[src/rtl/lfor_pkg.sv]
package lfor_pkg;

    localparam int unsigned DistW  = 10;
    localparam int unsigned TimeW  = 32;
    localparam int unsigned SpeedW = 10;
    localparam int unsigned StepW  = 8;
    localparam int unsigned HoldW  = 16;
    localparam int unsigned PinsW  = 4;
    localparam int unsigned CfgAddrW = 3;
    localparam int unsigned CfgDataW = 16;

    // h-bridge patterns, IN1..IN4 at bits 0..3
    localparam logic [PinsW-1:0] PINS_STOP  = 4'h0;
    localparam logic [PinsW-1:0] PINS_FWD   = 4'hA;
    localparam logic [PinsW-1:0] PINS_LEFT  = 4'h9;
    localparam logic [PinsW-1:0] PINS_RIGHT = 4'h6;

    // configuration register indexes
    localparam logic [CfgAddrW-1:0] REG_SLOW_DISTANCE    = 3'd0;
    localparam logic [CfgAddrW-1:0] REG_RAMP_INTERVAL_MS = 3'd1;
    localparam logic [CfgAddrW-1:0] REG_RAMP_STEP        = 3'd2;
    localparam logic [CfgAddrW-1:0] REG_CLEAR_HOLD_MS    = 3'd3;
    localparam logic [CfgAddrW-1:0] REG_FULL_SPEED       = 3'd4;
    localparam logic [CfgAddrW-1:0] REG_HARD_TURN_SPEED  = 3'd5;
    localparam logic [CfgAddrW-1:0] REG_RECOVER_SPEED    = 3'd6;
    localparam logic [CfgAddrW-1:0] REG_SOFT_TURN_SPEED  = 3'd7;

    // line sensor codes {left, center, right}
    localparam logic [2:0] SENSE_NONE         = 3'b000;
    localparam logic [2:0] SENSE_RIGHT        = 3'b001;
    localparam logic [2:0] SENSE_CENTER       = 3'b010;
    localparam logic [2:0] SENSE_CENTER_RIGHT = 3'b011;
    localparam logic [2:0] SENSE_LEFT         = 3'b100;
    localparam logic [2:0] SENSE_LEFT_RIGHT   = 3'b101;
    localparam logic [2:0] SENSE_LEFT_CENTER  = 3'b110;
    localparam logic [2:0] SENSE_ALL          = 3'b111;

    typedef enum logic [1:0] {
        MV_NONE  = 2'd0,
        MV_FWD   = 2'd1,
        MV_LEFT  = 2'd2,
        MV_RIGHT = 2'd3
    } t_move;

    // result item, pwm_compare in the lowest bits
    typedef struct packed {
        logic              is_active;
        logic              brake_first;
        logic [PinsW-1:0]  bridge_pins;
        logic [SpeedW-1:0] pwm_compare;
    } t_result;

    typedef struct packed {
        logic [SpeedW-1:0] pwm;
        logic [PinsW-1:0]  pins;
        logic              brake;
        logic              set_move;
        t_move             move;
    } t_line_dec;

    // sensor-case table for normal line following
    function automatic t_line_dec line_decode(
        input logic [2:0]        code,
        input logic              moved,
        input t_move             last_move,
        input logic [SpeedW-1:0] full_speed,
        input logic [SpeedW-1:0] hard_speed,
        input logic [SpeedW-1:0] recover_speed,
        input logic [SpeedW-1:0] soft_speed
    );
        t_line_dec d;
        d = '{pwm: '0, pins: PINS_STOP, brake: 1'b0, set_move: 1'b0, move: MV_NONE};
        case (code)
            SENSE_NONE: begin
                if (moved) begin
                    case (last_move)
                        MV_FWD: begin
                            d.pwm  = recover_speed;
                            d.pins = PINS_FWD;
                        end
                        MV_LEFT: begin
                            d.pwm  = hard_speed;
                            d.pins = PINS_LEFT;
                        end
                        MV_RIGHT: begin
                            d.pwm  = hard_speed;
                            d.pins = PINS_RIGHT;
                        end
                        default: ;
                    endcase
                end
            end
            SENSE_CENTER, SENSE_ALL: begin
                d.pwm      = full_speed;
                d.pins     = PINS_FWD;
                d.set_move = 1'b1;
                d.move     = MV_FWD;
            end
            SENSE_LEFT_CENTER: begin
                d.pwm      = soft_speed;
                d.pins     = PINS_FWD;
                d.set_move = 1'b1;
                d.move     = MV_RIGHT;
            end
            SENSE_LEFT: begin
                d.pwm      = hard_speed;
                d.pins     = PINS_RIGHT;
                d.brake    = (last_move == MV_FWD);
                d.set_move = 1'b1;
                d.move     = MV_RIGHT;
            end
            SENSE_RIGHT: begin
                d.pwm      = hard_speed;
                d.pins     = PINS_LEFT;
                d.brake    = (last_move == MV_FWD);
                d.set_move = 1'b1;
                d.move     = MV_LEFT;
            end
            SENSE_CENTER_RIGHT: begin
                d.pwm      = soft_speed;
                d.pins     = PINS_FWD;
                d.set_move = 1'b1;
                d.move     = MV_LEFT;
            end
            default: ; // left and right black, center white: stop
        endcase
        return d;
    endfunction

endpackage

[src/rtl/line_follow_obstacle_ramp_controller.sv]
// channel   | direction | handshake                         | payload
// ----------+-----------+-----------------------------------+-------------------------------
// s_axis    | in        | i_s_axis_tvalid / o_s_axis_tready | one control-loop pass per item
// m_axis    | out       | o_m_axis_tvalid / i_m_axis_tready | one drive command per item
// cfg       | in        | i_cfg_we (no wait, no read-back)  | i_cfg_addr, i_cfg_data
//
// one item per cycle sustained while the output does not stall; each item passes
// the input register, then the pass logic feeding a result register
// the loop-carried state (speed, stamps, flags) updates in the same cycle as the pass
// i_rst_n is synchronous, active low; it clears the state and loads register defaults
// a two-entry output (result register plus skid) keeps input ready off the output stall path

module line_follow_obstacle_ramp_controller
    import lfor_pkg::*;
(
    input  logic                i_clk,
    input  logic                i_rst_n,

    input  logic                i_s_axis_tvalid,
    output logic                o_s_axis_tready,
    // [0] button_toggle, [1] sense_left, [2] sense_center, [3] sense_right,
    // [13:4] distance_cm, [45:14] now_ms, [47:46] zero
    input  logic [47:0]         i_s_axis_tdata,

    output logic                o_m_axis_tvalid,
    input  logic                i_m_axis_tready,
    // [9:0] pwm_compare, [13:10] bridge_pins, [14] brake_first, [15] is_active
    output logic [15:0]         o_m_axis_tdata,

    input  logic                i_cfg_we,
    input  logic [CfgAddrW-1:0] i_cfg_addr,
    input  logic [CfgDataW-1:0] i_cfg_data
);

    // configuration registers
    logic [DistW-1:0]  r_slow_distance;
    logic [9:0]        r_ramp_interval;
    logic [StepW-1:0]  r_ramp_step;
    logic [HoldW-1:0]  r_clear_hold;
    logic [SpeedW-1:0] r_full_speed;
    logic [SpeedW-1:0] r_hard_speed;
    logic [SpeedW-1:0] r_recover_speed;
    logic [SpeedW-1:0] r_soft_speed;

    always_ff @(posedge i_clk) begin
        if (!i_rst_n) begin
            r_slow_distance <= 10'd20;
            r_ramp_interval <= 10'd8;
            r_ramp_step     <= 8'd8;
            r_clear_hold    <= 16'd150;
            r_full_speed    <= 10'd360;
            r_hard_speed    <= 10'd460;
            r_recover_speed <= 10'd350;
            r_soft_speed    <= 10'd420;
        end else if (i_cfg_we) begin
            unique case (i_cfg_addr)
                REG_SLOW_DISTANCE:    r_slow_distance <= i_cfg_data[DistW-1:0];
                REG_RAMP_INTERVAL_MS: r_ramp_interval <= i_cfg_data[9:0];
                REG_RAMP_STEP:        r_ramp_step     <= i_cfg_data[StepW-1:0];
                REG_CLEAR_HOLD_MS:    r_clear_hold    <= i_cfg_data[HoldW-1:0];
                REG_FULL_SPEED:       r_full_speed    <= i_cfg_data[SpeedW-1:0];
                REG_HARD_TURN_SPEED:  r_hard_speed    <= i_cfg_data[SpeedW-1:0];
                REG_RECOVER_SPEED:    r_recover_speed <= i_cfg_data[SpeedW-1:0];
                REG_SOFT_TURN_SPEED:  r_soft_speed    <= i_cfg_data[SpeedW-1:0];
                default: ;
            endcase
        end
    end

    // input register stage
    logic              r_a_valid;
    logic              r_a_toggle;
    logic [2:0]        r_a_code;      // {left, center, right}
    logic [DistW-1:0]  r_a_dist;
    logic [TimeW-1:0]  r_a_now;

    logic              r_out_valid;
    t_result           r_out_data;
    logic              r_skid_valid;
    t_result           r_skid_data;

    logic              a_fire;
    logic              in_fire;
    logic              out_pop;

    // the pass may retire whenever the skid slot is free
    assign a_fire          = r_a_valid && !r_skid_valid;
    assign o_s_axis_tready = !r_a_valid || !r_skid_valid;
    assign in_fire         = i_s_axis_tvalid && o_s_axis_tready;
    assign out_pop         = r_out_valid && i_m_axis_tready;

    always_ff @(posedge i_clk) begin
        if (!i_rst_n) begin
            r_a_valid <= 1'b0;
        end else if (in_fire) begin
            r_a_valid <= 1'b1;
        end else if (a_fire) begin
            r_a_valid <= 1'b0;
        end
    end

    always_ff @(posedge i_clk) begin
        if (in_fire) begin
            r_a_toggle <= i_s_axis_tdata[0];
            r_a_code   <= {i_s_axis_tdata[1], i_s_axis_tdata[2], i_s_axis_tdata[3]};
            r_a_dist   <= i_s_axis_tdata[13:4];
            r_a_now    <= i_s_axis_tdata[45:14];
        end
    end

    // loop state
    logic              r_active;
    logic              r_moved;
    t_move             r_last_move;
    logic              r_obstacle;
    logic [TimeW-1:0]  r_clear_stamp;
    logic [TimeW-1:0]  r_ramp_stamp;
    logic [SpeedW-1:0] r_speed;

    logic              n_active;
    logic              n_moved;
    t_move             n_last_move;
    logic              n_obstacle;
    logic [TimeW-1:0]  n_clear_stamp;
    logic [TimeW-1:0]  n_ramp_stamp;
    logic [SpeedW-1:0] n_speed;
    t_result           pass_result;

    logic [TimeW-1:0]  ramp_elapsed;
    logic [TimeW-1:0]  clear_elapsed;
    logic              ramp_due;
    logic              in_hold;
    logic              near;
    logic [SpeedW-1:0] down_speed;
    logic [SpeedW:0]   up_sum;
    logic [SpeedW-1:0] up_speed;
    t_line_dec         line_dec;

    // timestamp differences wrap modulo 2^32
    assign ramp_elapsed  = r_a_now - r_ramp_stamp;
    assign clear_elapsed = r_a_now - r_clear_stamp;
    assign ramp_due      = ramp_elapsed >= {22'd0, r_ramp_interval};
    assign in_hold       = clear_elapsed < {16'd0, r_clear_hold};
    assign near          = r_a_dist < r_slow_distance;

    // step down floors at zero, step up clamps to full speed
    assign down_speed = (r_speed > {2'd0, r_ramp_step}) ? r_speed - {2'd0, r_ramp_step} : '0;
    assign up_sum     = {1'b0, r_speed} + {3'd0, r_ramp_step};
    assign up_speed   = (up_sum < {1'b0, r_full_speed}) ? up_sum[SpeedW-1:0] : r_full_speed;

    assign line_dec = line_decode(r_a_code, r_moved, r_last_move, r_full_speed,
                                  r_hard_speed, r_recover_speed, r_soft_speed);

    always_comb begin
        n_active      = r_active ^ r_a_toggle;
        n_moved       = r_moved;
        n_last_move   = r_last_move;
        n_obstacle    = r_obstacle;
        n_clear_stamp = r_clear_stamp;
        n_ramp_stamp  = r_ramp_stamp;
        n_speed       = r_speed;
        pass_result   = '{is_active: n_active, brake_first: 1'b0,
                          bridge_pins: PINS_STOP, pwm_compare: '0};

        if (!n_active) begin
            // idle: stop, nothing else moves
        end else if (near) begin
            // obstacle close: ramp down, forward until speed reaches zero
            n_obstacle    = 1'b1;
            n_clear_stamp = r_a_now;
            if (ramp_due) begin
                n_ramp_stamp = r_a_now;
                n_speed      = down_speed;
            end
            if (n_speed != '0) begin
                pass_result.pwm_compare = n_speed;
                pass_result.bridge_pins = PINS_FWD;
            end
        end else if (r_obstacle) begin
            // obstacle gone: hold stop, then ramp back up to full speed
            if (!in_hold) begin
                if (ramp_due) begin
                    n_ramp_stamp = r_a_now;
                    n_speed      = up_speed;
                end
                pass_result.pwm_compare = n_speed;
                pass_result.bridge_pins = PINS_FWD;
                if (n_speed >= r_full_speed) begin
                    n_obstacle = 1'b0;
                end
            end
        end else begin
            // normal line following
            n_speed                 = r_full_speed;
            pass_result.pwm_compare = line_dec.pwm;
            pass_result.bridge_pins = line_dec.pins;
            pass_result.brake_first = line_dec.brake;
            if (line_dec.set_move) begin
                n_moved     = 1'b1;
                n_last_move = line_dec.move;
            end
        end
    end

    always_ff @(posedge i_clk) begin
        if (!i_rst_n) begin
            r_active      <= 1'b0;
            r_moved       <= 1'b0;
            r_last_move   <= MV_NONE;
            r_obstacle    <= 1'b0;
            r_clear_stamp <= '0;
            r_ramp_stamp  <= '0;
            r_speed       <= '0;
        end else if (a_fire) begin
            r_active      <= n_active;
            r_moved       <= n_moved;
            r_last_move   <= n_last_move;
            r_obstacle    <= n_obstacle;
            r_clear_stamp <= n_clear_stamp;
            r_ramp_stamp  <= n_ramp_stamp;
            r_speed       <= n_speed;
        end
    end

    // result register with a skid slot behind it
    always_ff @(posedge i_clk) begin
        if (!i_rst_n) begin
            r_out_valid  <= 1'b0;
            r_skid_valid <= 1'b0;
        end else begin
            if (!r_out_valid || out_pop) begin
                r_out_valid  <= r_skid_valid || a_fire;
                r_skid_valid <= 1'b0;
            end else if (a_fire) begin
                r_skid_valid <= 1'b1;
            end
        end
    end

    always_ff @(posedge i_clk) begin
        if (!r_out_valid || out_pop) begin
            if (r_skid_valid) begin
                r_out_data <= r_skid_data;
            end else if (a_fire) begin
                r_out_data <= pass_result;
            end
        end else if (a_fire) begin
            r_skid_data <= pass_result;
        end
    end

    assign o_m_axis_tvalid = r_out_valid;
    assign o_m_axis_tdata  = r_out_data;

    // the skid slot only fills behind a held result
    a_skid_behind_out: assert property (@(posedge i_clk) disable iff (!i_rst_n)
        r_skid_valid |-> r_out_valid)
        else $error("skid slot valid without a result in the output register");

    // an idle result always commands stop
    a_idle_is_stop: assert property (@(posedge i_clk) disable iff (!i_rst_n)
        (o_m_axis_tvalid && !o_m_axis_tdata[15]) |-> (o_m_axis_tdata[14:0] == 15'd0))
        else $error("idle result does not command stop");

    // brake comes only ahead of a pivot turn
    a_brake_on_pivot: assert property (@(posedge i_clk) disable iff (!i_rst_n)
        (o_m_axis_tvalid && o_m_axis_tdata[14]) |->
        (o_m_axis_tdata[13:10] == PINS_LEFT || o_m_axis_tdata[13:10] == PINS_RIGHT))
        else $error("brake flagged without a pivot turn");

    // a recorded move implies the moved flag
    a_move_needs_moved: assert property (@(posedge i_clk) disable iff (!i_rst_n)
        !r_moved |-> (r_last_move == MV_NONE))
        else $error("last move recorded while moved flag is clear");

    // a stalled result never gets overwritten by a new pass
    a_out_held: assert property (@(posedge i_clk) disable iff (!i_rst_n)
        (r_out_valid && !i_m_axis_tready) |=> (r_out_valid && $stable(r_out_data)))
        else $error("stalled result changed");

endmodule

[config.mk]
export PLATFORM = sky130hd
export DESIGN_NAME = line_follow_obstacle_ramp_controller
export DESIGN_NICKNAME = d
export VERILOG_FILES = /design/src/rtl/lfor_pkg.sv /design/src/rtl/line_follow_obstacle_ramp_controller.sv
export SDC_FILE = /design/constraint.sdc
export NUM_CORES = 1
export LEC_CHECK = 0
export BUFFER_PORTS_ARGS = -buffer_cell sky130_fd_sc_hd__buf_2
export CAP_MARGIN = 30
export CORE_MARGIN = 5
export CORE_UTILIZATION = 53
export CTS_BUF_LIST = sky130_fd_sc_hd__clkbuf_2 sky130_fd_sc_hd__clkbuf_4 sky130_fd_sc_hd__clkbuf_8
export DETAILED_ROUTE_END_ITERATION = 12
export MAX_ROUTING_LAYER = met4
export PLACE_DENSITY_LB_ADDON = 0.05
export SETUP_SLACK_MARGIN = 0.05
export SLEW_MARGIN = 30
export SYNTH_ARGS = -nofsm -noshare
export SYNTH_HDL_FRONTEND = slang
export SYNTH_SLANG_ARGS = --single-unit
[constraint.sdc]
create_clock -name i_clk -period 6 [get_ports i_clk]
set_input_delay 1.2 -clock i_clk [delete_from_list [all_inputs] [get_ports i_clk]]
set_output_delay 1.2 -clock i_clk [all_outputs]
set_load 0.05 [all_outputs]
Word-level counts from Yosys, hierarchy flattened

Cells that the tools add are included.

Output and inout port bits: 18
Register bits after elaboration: 244
Input bits: 72

Reductions and logical operators: 36
Bitwise gates (word level): 5
Muxes and demuxes: 37
Eq/ne operators: 18
$lt $le $gt $ge: 6
$add $sub $neg: 4

Operator list:

| operator           | count |
|---|---|
| $mux 10            | 13 |
| $mux 32            | 4 |
| $mux 14            | 5 |
| $pmux 14 s5        | 1 |
| $sub 32x32->32     | 2 |
| $pmux 14 s3        | 1 |
| $ge 32x10->1       | 1 |
| $lt 32x16->1       | 1 |
| $mux 16            | 2 |
| $reduce_and 2->1   | 11 |
| $eq 3x3->1 const B | 7 |
| $mux 15            | 1 |
| $eq 3x2->1 const B | 4 |
| $reduce_or 2->1    | 6 |
| $add 10x8->11      | 1 |
| $lt 11x10->1       | 1 |
| $ge 10x10->1       | 1 |
| $gt 10x8->1        | 1 |
| $lt 10x10->1       | 1 |
| $reduce_bool 10->1 | 1 |
| $sub 10x8->10      | 1 |
| $mux 1             | 9 |
| $pmux 3 s3         | 1 |
| $eq 3x1->1 const B | 2 |
| 14 further kinds   | 28 |

Logic depth before layout (Yosys ltp)

Gate-level depths: netlist (run 1).

Word-level depth: 14
Mapped depth: 33

Worst setup path after synthesis (run 1)

OpenSTA, ideal clock, no wires.

Path kind: reg-to-reg
From: reg r_a_now[0]
To: reg r_obstacle
Setup time: 0.070 ns
Stages on the path, launching flop included: 34
Slack: 0.180 ns
Data arrival time: 5.749 ns
Cell sequence: edfxtp_1 > inv_1 > ha_1 > fa_1 > nand2b_1 > a21oi_1 > nor2_1 > xnor2_1 > ha_1 > o21ai_0 > nor2_1 > o311ai_0 > o2111ai_1 > a2111oi_0 > nand4_1 > and4b_1 > buf_6 > and2_4 > buf_6 > mux2_2 > inv_1 > ha_1 > nand2b_1 > a21o_1 > a21o_1 > a21o_1 > a21o_1 > a21oi_1 > nor2b_1 > o21ai_0 > nand2b_1 > a211oi_1 > o41ai_1 > a21oi_1

Longest elaborated chain between the ends: 12
Elaborated cells between the ends (all ways): 14
Those cells by class: add/sub: 2; order compare: 3; mux: 9

Ends and longest elaborated chain:

| element                | line                                        | source |
|---|---|---|
| start, declared        | line_follow_obstacle_ramp_controller.sv:75  | `logic [TimeW-1:0] r_a_now;` |
| start signal, assigned | line_follow_obstacle_ramp_controller.sv:107 | `r_a_now <= i_s_axis_tdata[45:14];` |
| $sub 32x32->32         | line_follow_obstacle_ramp_controller.sv:140 | `assign ramp_elapsed = r_a_now - r_ramp_stamp;` |
| $ge 32x10->1           | line_follow_obstacle_ramp_controller.sv:142 | `assign ramp_due = ramp_elapsed >= {22'd0, r_ramp_interval};` |
| $mux 10                | line_follow_obstacle_ramp_controller.sv:182 | `if (ramp_due) begin` |
| $mux 10                | line_follow_obstacle_ramp_controller.sv:181 | `if (!in_hold) begin` |
| $mux 10                | line_follow_obstacle_ramp_controller.sv:179 | `end else if (r_obstacle) begin` |
| $mux 10                | line_follow_obstacle_ramp_controller.sv:167 | `end else if (near) begin` |
| $mux 10                | line_follow_obstacle_ramp_controller.sv:165 | `if (!n_active) begin` |
| $ge 10x10->1           | line_follow_obstacle_ramp_controller.sv:188 | `if (n_speed >= r_full_speed) begin` |
| $mux 1                 | line_follow_obstacle_ramp_controller.sv:188 |  |
| $mux 1 *               | line_follow_obstacle_ramp_controller.sv:181 |  |
| $mux 1 *               | line_follow_obstacle_ramp_controller.sv:179 |  |
| $mux 1 *               | line_follow_obstacle_ramp_controller.sv:167 |  |
| end signal, assigned   | line_follow_obstacle_ramp_controller.sv:218 | `r_obstacle <= n_obstacle;` |
| end, declared          | line_follow_obstacle_ramp_controller.sv:115 | `logic r_obstacle;` |

Every way passes the cells marked *; elsewhere a longest branch is shown, timed or not. The select of a mux whose other input is x is not followed.
A chain may end at the register's enable or synchronous reset.

Worst setup path in the final report (run 1)

Same ends and word-level chain as after synthesis.

==> metrics.md, run 1 <==
| Metric | Value |
|---|---|
| DR vias | `14570` |
| Max cap viols | `0` |
| Antenna violations before repair | `0` |
| Drt initial violations | `906` |
| Actual transition at the worst max-transition pin | `0.8990 ns` |
| Hold Path Class | `reg -> reg` |
| Die Ht | `183.2 um` |
| Post-synth design cell area | `15900 sq um` |
| DRC | `0` |
| Sequential cell area fraction in the yosys report | `35.63%` |
| Count leader, synth | `nand2_1` |
| LEAKAGE | `6.968 nW` |
| Flop pwr share | `41.1%` |
| Unrepaired setup endpoints after global routing | `yes` |
| Largest area contributor in the netlist | `dfxtp_1` |
| Critical Path RT | `6.48 ns` |
| Maximum VDD drop | `0.0001868 V` |
| DP Wirelength | `33.92 mm` |
| Most frequent CP cell | `a21o_1` |
| Status | `finished, final reports clean` |
| WS Path Type | `reg -> reg` |
| Grt total ovfl | `0` |
| Post-cts hold buffer count | `0` |
| Detail Route Antenna Nets | `0` |
| Die Area | `33560 sq um` |
| Most frequent cells after synthesis | `338 x nand2_1, 213 x a21oi_1, 166 x dfxtp_1, 156 x inv_1, 137 x ha_1` |
| Cell Rows | `63` |
| Fin area | `18260 sq um` |
| CP max-delay cell | `fa_2` |
| Final WL | `46.12 mm` |
| Post-Place Cell Area | `17100 sq um` |
| Share of layout cells above drive strength 1 | `16.21%` |
| Final #Nets | `2296` |
| Max-slew violation count | `0` |
| Vias per std cell | `5.814` |
| Area delta synth->final | `14.87%` |
| Synth area leaders | `dfxtp_1 21%, edfxtp_1 15%, ha_1 11%` |
| Largest net degree at the start of global routing | `95` |
| Switching Fraction | `30.70%` |
| Core ar. | `29640 sq um` |
| Avg WL per Cell | `18.40 um` |
| Fillcell total | `2679` |
| Synthesized flop and latch total | `244` |
| CP endpoint kind | `flop` |
| Vias in the first global route | `13760` |
| Effective utilization at floorplan | `53.64%` |
| Clk network pwr share | `36.4%` |
| Clk slew on worst S/H paths | `0.06 ns` |
| Post-synthesis area per instance | `8.124 sq um` |
| Cells after Synth | `1957` |
| Clock sink count | `244` |
| Comb pwr share | `22.6%` |
| Clock Skew | `0.02924 ns` |
| CTS H-tree depth | `2` |
| Max Buffers Root-to-Sink | `3` |
| Warnings, synthesis | `0` |
| Worst-Skew Late Latency | `0.56 ns` |
| Final setup viols | `0` |
| Crit path max fanout | `2` |
| Synth Net Count | `2170` |
| Yosys top cell area share | `20.90%` |
| Clock root cell | `clkbuf_8` |
| CTS Buf Count | `44` |
| Hold violation total from the final report | `0` |
| Pwr/cell area | `242.2 nW/um^2` |
| CTS tree | `done` |
| EDFF count, synth | `78` |
| Gpl congestion | `0.9476` |
| Drt first pass iters | `5` |
| Ant diodes | `0` |
| Power Internal | `3.066 mW` |
| Top_reg_cell synth | `dfxtp_1` |
| CP peak stage delay | `0.37 ns` |
| GRT Util Overall | `27.48%` |
| Total net switching power | `1.358 mW` |
| Top-level I/O count | `90` |
| Die Wd | `183.2 um` |
| Final period util | `97.19%` |
| Global-route wire length before repair | `73.18 mm` |
| Relative slew slack | `40.07%` |
| Pwr Total | `4.424 mW` |
| Port Buffer Count | `87` |
| Maximum clock frequency | `171.5 MHz` |
| Ys async rst share | `0%` |
| CP arrival | `6.31 ns` |
| Worst setup SP type | `flop` |
| Post-synth cell types | `90` |
| Fin crit period | `5.831 ns` |
registers in the layout, summed over array words and instances (netlist names):
signal	cells
o_m_axis_tdata	16
o_m_axis_tvalid	1
r_a_code	3
r_a_dist	10
r_a_now	32
r_a_toggle	1
r_a_valid	1
r_active	1
r_clear_hold	16
r_clear_stamp	32
r_full_speed	10
r_hard_speed	10
r_last_move	2
r_moved	1
r_obstacle	1
r_ramp_interval	10
r_ramp_stamp	32
r_ramp_step	8
r_recover_speed	10
r_skid_data	16
r_skid_valid	1
r_slow_distance	10
r_soft_speed	10
r_speed	10
power groups by stage:
stage               sequential (mW)  clock (mW)  combinational (mW)
floorplan                      1.86           0               0.634
global placement               1.85           0               0.931
detailed placement             1.85           0               0.946
CTS                            1.82        1.64               0.965
global route                   1.82        1.73                1.10
finish                         1.82        1.61               0.999
layer usage:
metal  track usage (%)  wire [um]
met5                 -          0
met4             9.297       1499
met3             3.193       2242
met2             44.01      21570
met1             36.42      20810
layout make-up:
cell class | count | area, sq um | area share (%)
clock buffer | 68 | 817.0 | 4.474
clock inverter | 11 | 82.58 | 0.4521
inverter | 157 | 594.3 | 3.254
multi-input combinational | 1458 | 9482 | 51.91
sequential | 244 | 5665 | 31.02
tap | 390 | 488.0 | 2.672
timing repair buffer | 178 | 1135 | 6.214
what timing repair did:
| action | CTS | global route |
|---|---|---|
| gates cloned | 0 | 0 |
| setup endpoints to repair | 1 | 46 |
| pin swaps | 14 | 34 |
| resized for setup | 18 | 28 |
| hold endpoints to repair | 0 | 0 |
| setup buffers | 2 | 2 |
path summary, 6_finish.rpt:
path | startpoint | endpoint | slack, ns | depth (start not counted)
max reg2reg | r_a_now[0] | r_obstacle | 0.17 | 32
max | r_a_now[0] | r_obstacle | 0.17 | 32
min | r_clear_stamp[5] | r_clear_stamp[5] | 0.45 | 2
min reg2reg | r_clear_stamp[5] | r_clear_stamp[5] | 0.45 | 2
stage by stage:
stage	hold slack, ns	setup TNS, ns	cells	utilization [%]	worst slack [ns]
after floorplan	0.4321	0	1957	-	0.1805
after global placement	0.4419	-0.3376	2423	57.63	-0.3376
after detailed placement	0.4463	-0.4948	2423	57.68	-0.4948
after CTS	0.4545	0	2504	60.98	0.06716
after global routing	0.4751	-0.05828	2506	61.62	-0.05828
final	0.4520	0	2506	61.62	0.1688
worst max-delay path: cells and delay by family (launching register included):
kind            cells  cell delay, ns
compound gates     14            2.52
xor+xnor            1            0.13
fa+ha+maj           4            1.00
buf+inv             3            0.30
flops               1            0.36
mux                 1            0.30
simple gates        9            1.14
layout by cell type (no fill, tap or decap), drive strengths merged, types with 8 or more instances in the layout:
cell type    n
o21bai       9
inv        158
nand2b      21
a31oi       16
and2         9
nor2b       13
mux2i       14
o21a        23
o31ai       41
a21oi      215
clkinv       8
nor3        30
ha         137
o211ai      29
o21ai      101
dfxtp      166
xnor2       37
edfxtp      78
or3          8
a211oi      22
nand2      339
xor2        19
nand3       82
mux2        15
clkbuf      68
nand4       22
nor2       108
buf        178
a21o        29
logic make-up (layout without fill, tap and decap cells):
| logic type | after synthesis | after routing | share of synthesized area (%) |
|---|---|---|---|
| AND/OR/NAND/NOR | 675 | 675 | 19.31 |
| AO/OA/AOI/OAI | 557 | 557 | 22.37 |
| buffers and inverters | 255 | 414 | 6.374 |
| flip-flops | 244 | 244 | 35.63 |
| adder cells (fa/ha/maj) | 141 | 141 | 11.29 |
| XOR/XNOR | 56 | 56 | 3.085 |
| multiplexers | 29 | 29 | 1.944 |
No activity file was read; power rests on OpenSTA's default activity.
==> run 2, diff against run 1 <==
--- a/config.mk
+++ b/config.mk
@@ -13,6 +13,7 @@
 export DETAILED_ROUTE_END_ITERATION = 12
 export MAX_ROUTING_LAYER = met4
 export PLACE_DENSITY_LB_ADDON = 0.05
+export REMOVE_ABC_BUFFERS = 1
 export SETUP_SLACK_MARGIN = 0.05
 export SLEW_MARGIN = 30
 export SYNTH_ARGS = -nofsm -noshare
==> metrics.md, run 2 (synthesis results as in run 1) <==
| Metric | Value |
|---|---|
| Gpl congestion | `0.9456 (was 0.9476)` |
| Hold Path Class | `reg -> reg (unchanged)` |
| Port Buffer Count | `87 (unchanged)` |
| Clk slew on worst S/H paths | `0.06 ns (about the same)` |
| GRT Util Overall | `26.71% (was 27.48%)` |
| Area delta synth->final | `14.26% (was 14.87%)` |
| Worst hold start | `r_clear_stamp[17] (was r_clear_stamp[5])` |
| Status | `finished, final reports clean (unchanged)` |
| Reg2reg start | `r_a_now[0] (unchanged)` |
| Drt first pass iters | `7 (was 5)` |
| Max Buffers Root-to-Sink | `3 (unchanged)` |
| DR vias | `14300 (was 14570)` |
| Final WL | `44.67 mm (was 46.12 mm)` |
| Worst-Skew Late Latency | `0.61 ns (was 0.56 ns)` |
| Crit path max fanout | `2 (unchanged)` |
| Final #Nets | `2282 (was 2296)` |
| Clock sink count | `244 (unchanged)` |
| Worst Path Buf+Inv | `2 (was 3)` |
| Most frequent cells in the layout | `338 x nand2_1, 207 x a21oi_1, 166 x dfxtp_1 (unchanged)` |
| LEAKAGE | `6.913 nW (was 6.968 nW)` |
| Die Area | `33560 sq um (unchanged)` |
| Setup_tns | `0 ns (unchanged)` |
| Final setup viols | `0 (unchanged)` |
| Vias per std cell | `5.732 (was 5.814)` |
| Detail Route Antenna Nets | `0 (unchanged)` |
| R2r setup slk | `0.31 ns (was 0.17 ns)` |
| Fin crit period | `5.686 ns (was 5.831 ns)` |
| DP Wirelength | `33.02 mm (was 33.92 mm)` |
| Hold path endpoint | `r_clear_stamp[17] (was r_clear_stamp[5])` |
| CP peak stage delay | `0.39 ns (was 0.37 ns)` |
| CTS Buf Count | `43 (was 44)` |
| Max cap viols | `0 (unchanged)` |
| Die Ht | `183.2 um (unchanged)` |
| Share of layout cells above drive strength 1 | `15.59% (was 16.21%)` |
| Ant diodes | `0 (unchanged)` |
| Utilization after layout | `61.29% (was 61.62%)` |
| Drt initial violations | `870 (was 906)` |
| Antenna violations before repair | `0 (unchanged)` |
| Clock root cell | `clkbuf_8 (unchanged)` |
| Unrepaired setup endpoints after global routing | `yes (unchanged)` |
| Hold slack final | `0.4511 ns (was 0.4520 ns)` |
| Maximum VDD drop | `0.0002156 V (was 0.0001868 V)` |
| Critical Path RT | `6.51 ns (was 6.48 ns)` |
| CP endpoint kind | `flop (unchanged)` |
| Max-slew violation count | `0 (unchanged)` |
| WS Path Type | `reg -> reg (unchanged)` |
| Top-level I/O count | `90 (unchanged)` |
| Relative slew slack | `30.26% (was 40.07%)` |
| Grt total ovfl | `0 (unchanged)` |
| R2R depth | `31 (was 32)` |
| Largest net degree at the start of global routing | `69 (was 95)` |
| Cell Rows | `63 (unchanged)` |
| Effective utilization at floorplan | `53.64% (unchanged)` |
| Maximum clock frequency | `175.9 MHz (was 171.5 MHz)` |
| Avg WL per Cell | `17.91 um (was 18.40 um)` |
| DRC | `0 (unchanged)` |
| Critical path's top delay family | `compound AO/OA/AOI/OAI gates (unchanged)` |
| Largest regs | `r_a_now (32), r_clear_stamp (32), r_ramp_stamp (32) (unchanged)` |
| Die Wd | `183.2 um (unchanged)` |
| Clock Skew | `0.04461 ns (was 0.02924 ns)` |
| Global-route wire length before repair | `71.00 mm (was 73.18 mm)` |
| Vias in the first global route | `13690 (was 13760)` |
| Pwr/cell area | `245.7 nW/um^2 (was 242.2 nW/um^2)` |
| Actual transition at the worst max-transition pin | `1.044 ns (was 0.8990 ns)` |
| Most frequent CP cell | `a21o_1 (unchanged)` |
| CP max-delay cell | `fa_2 (unchanged)` |
| Final period util | `94.76% (was 97.19%)` |
| Worst setup SP type | `flop (unchanged)` |
| Pre-CTS setup slack | `-0.2828 ns (was -0.4948 ns)` |
| Worst Slack Setup Final | `0.3143 ns (was 0.1688 ns)` |
| Core ar. | `29640 sq um (unchanged)` |
| Commonest non-fill, non-tap cell in the layout | `nand2_1 (unchanged)` |
| CTS H-tree depth | `2 (unchanged)` |
| CTS tree | `done (unchanged)` |
| CP arrival | `6.20 ns (was 6.31 ns)` |
| FF-to-FF End | `r_obstacle (unchanged)` |
| Hold path depth | `2 (unchanged)` |
| Hold violation total from the final report | `0 (unchanged)` |
## run 2: layout make-up
class                           count  area [sq um]
Inverter                          157         591.8
Multi-Input combinational cell   1458          9444
Fill cell                        2737         11470
Clock buffer                       62         759.5
Tap cell                          390         488.0
Clock inverter                     18         192.7
Sequential cell                   244          5665
Timing Repair Buffer              165          1025
## run 2: worst max-delay path by stage
stage	start	to	slack (ns)	cells past startpoint
6_report	r_a_now[0]	r_obstacle	0.31	31
4_1_cts	r_a_now[0]	r_obstacle	0.07	29
5_1_grt	r_a_now[0]	r_obstacle	-0.02	31
3_3_place_gp	r_a_now[0]	r_obstacle	-0.19	31
2_1_floorplan	r_a_now[0]	r_obstacle	-0.02	31
3_5_place_dp	r_a_now[0]	r_obstacle	-0.28	31
## run 2: timing repair
action | in CTS | in global routing
pin swaps | 2 | 31
buffers inserted | 0 | 6
gates resized for setup | 10 | 31
endpoints found under the hold margin | 0 | 0
setup endpoints to repair | 1 | 29
hold buffers | 0 | 0
## run 2: power by group
group          internal [mW]  switching, mW  leakage [nW]
Clock                  0.958          0.719         0.507
Combinational          0.374          0.596          4.30
Sequential              1.77         0.0467          2.10
Total                   3.10           1.36          6.91
## run 2: layer usage
layer | track usage (%) | share of wire [%]
met1 | 33.27 | 43
met2 | 44.15 | 48
met3 | 3.074 | 4.4
met4 | 11.38 | 4.6
met5 | - | 0
## run 2: worst reg2reg max path: cells and delay by family, from the launching register on
kind | cells | cell delay [ns]
fa+ha+maj | 4 | 1.05
compound gates | 14 | 2.49
buf+inv | 2 | 0.13
xor+xnor | 1 | 0.12
flops | 1 | 0.36
mux | 1 | 0.30
simple gates | 9 | 1.18
## run 2: through the flow
| step | power [mW] | area [sq um] | std cells |
|---|---|---|---|
| 2_1_floorplan | 2.466 | 15470 | 1859 |
| 3_3_place_gp | 2.763 | 16970 | 2408 |
| 3_5_place_dp | 2.775 | 16970 | 2408 |
| 4_1_cts | 4.473 | 17950 | 2488 |
| 5_1_grt | 4.698 | 18170 | 2494 |
| 6_report | 4.464 | 18170 | 2494 |
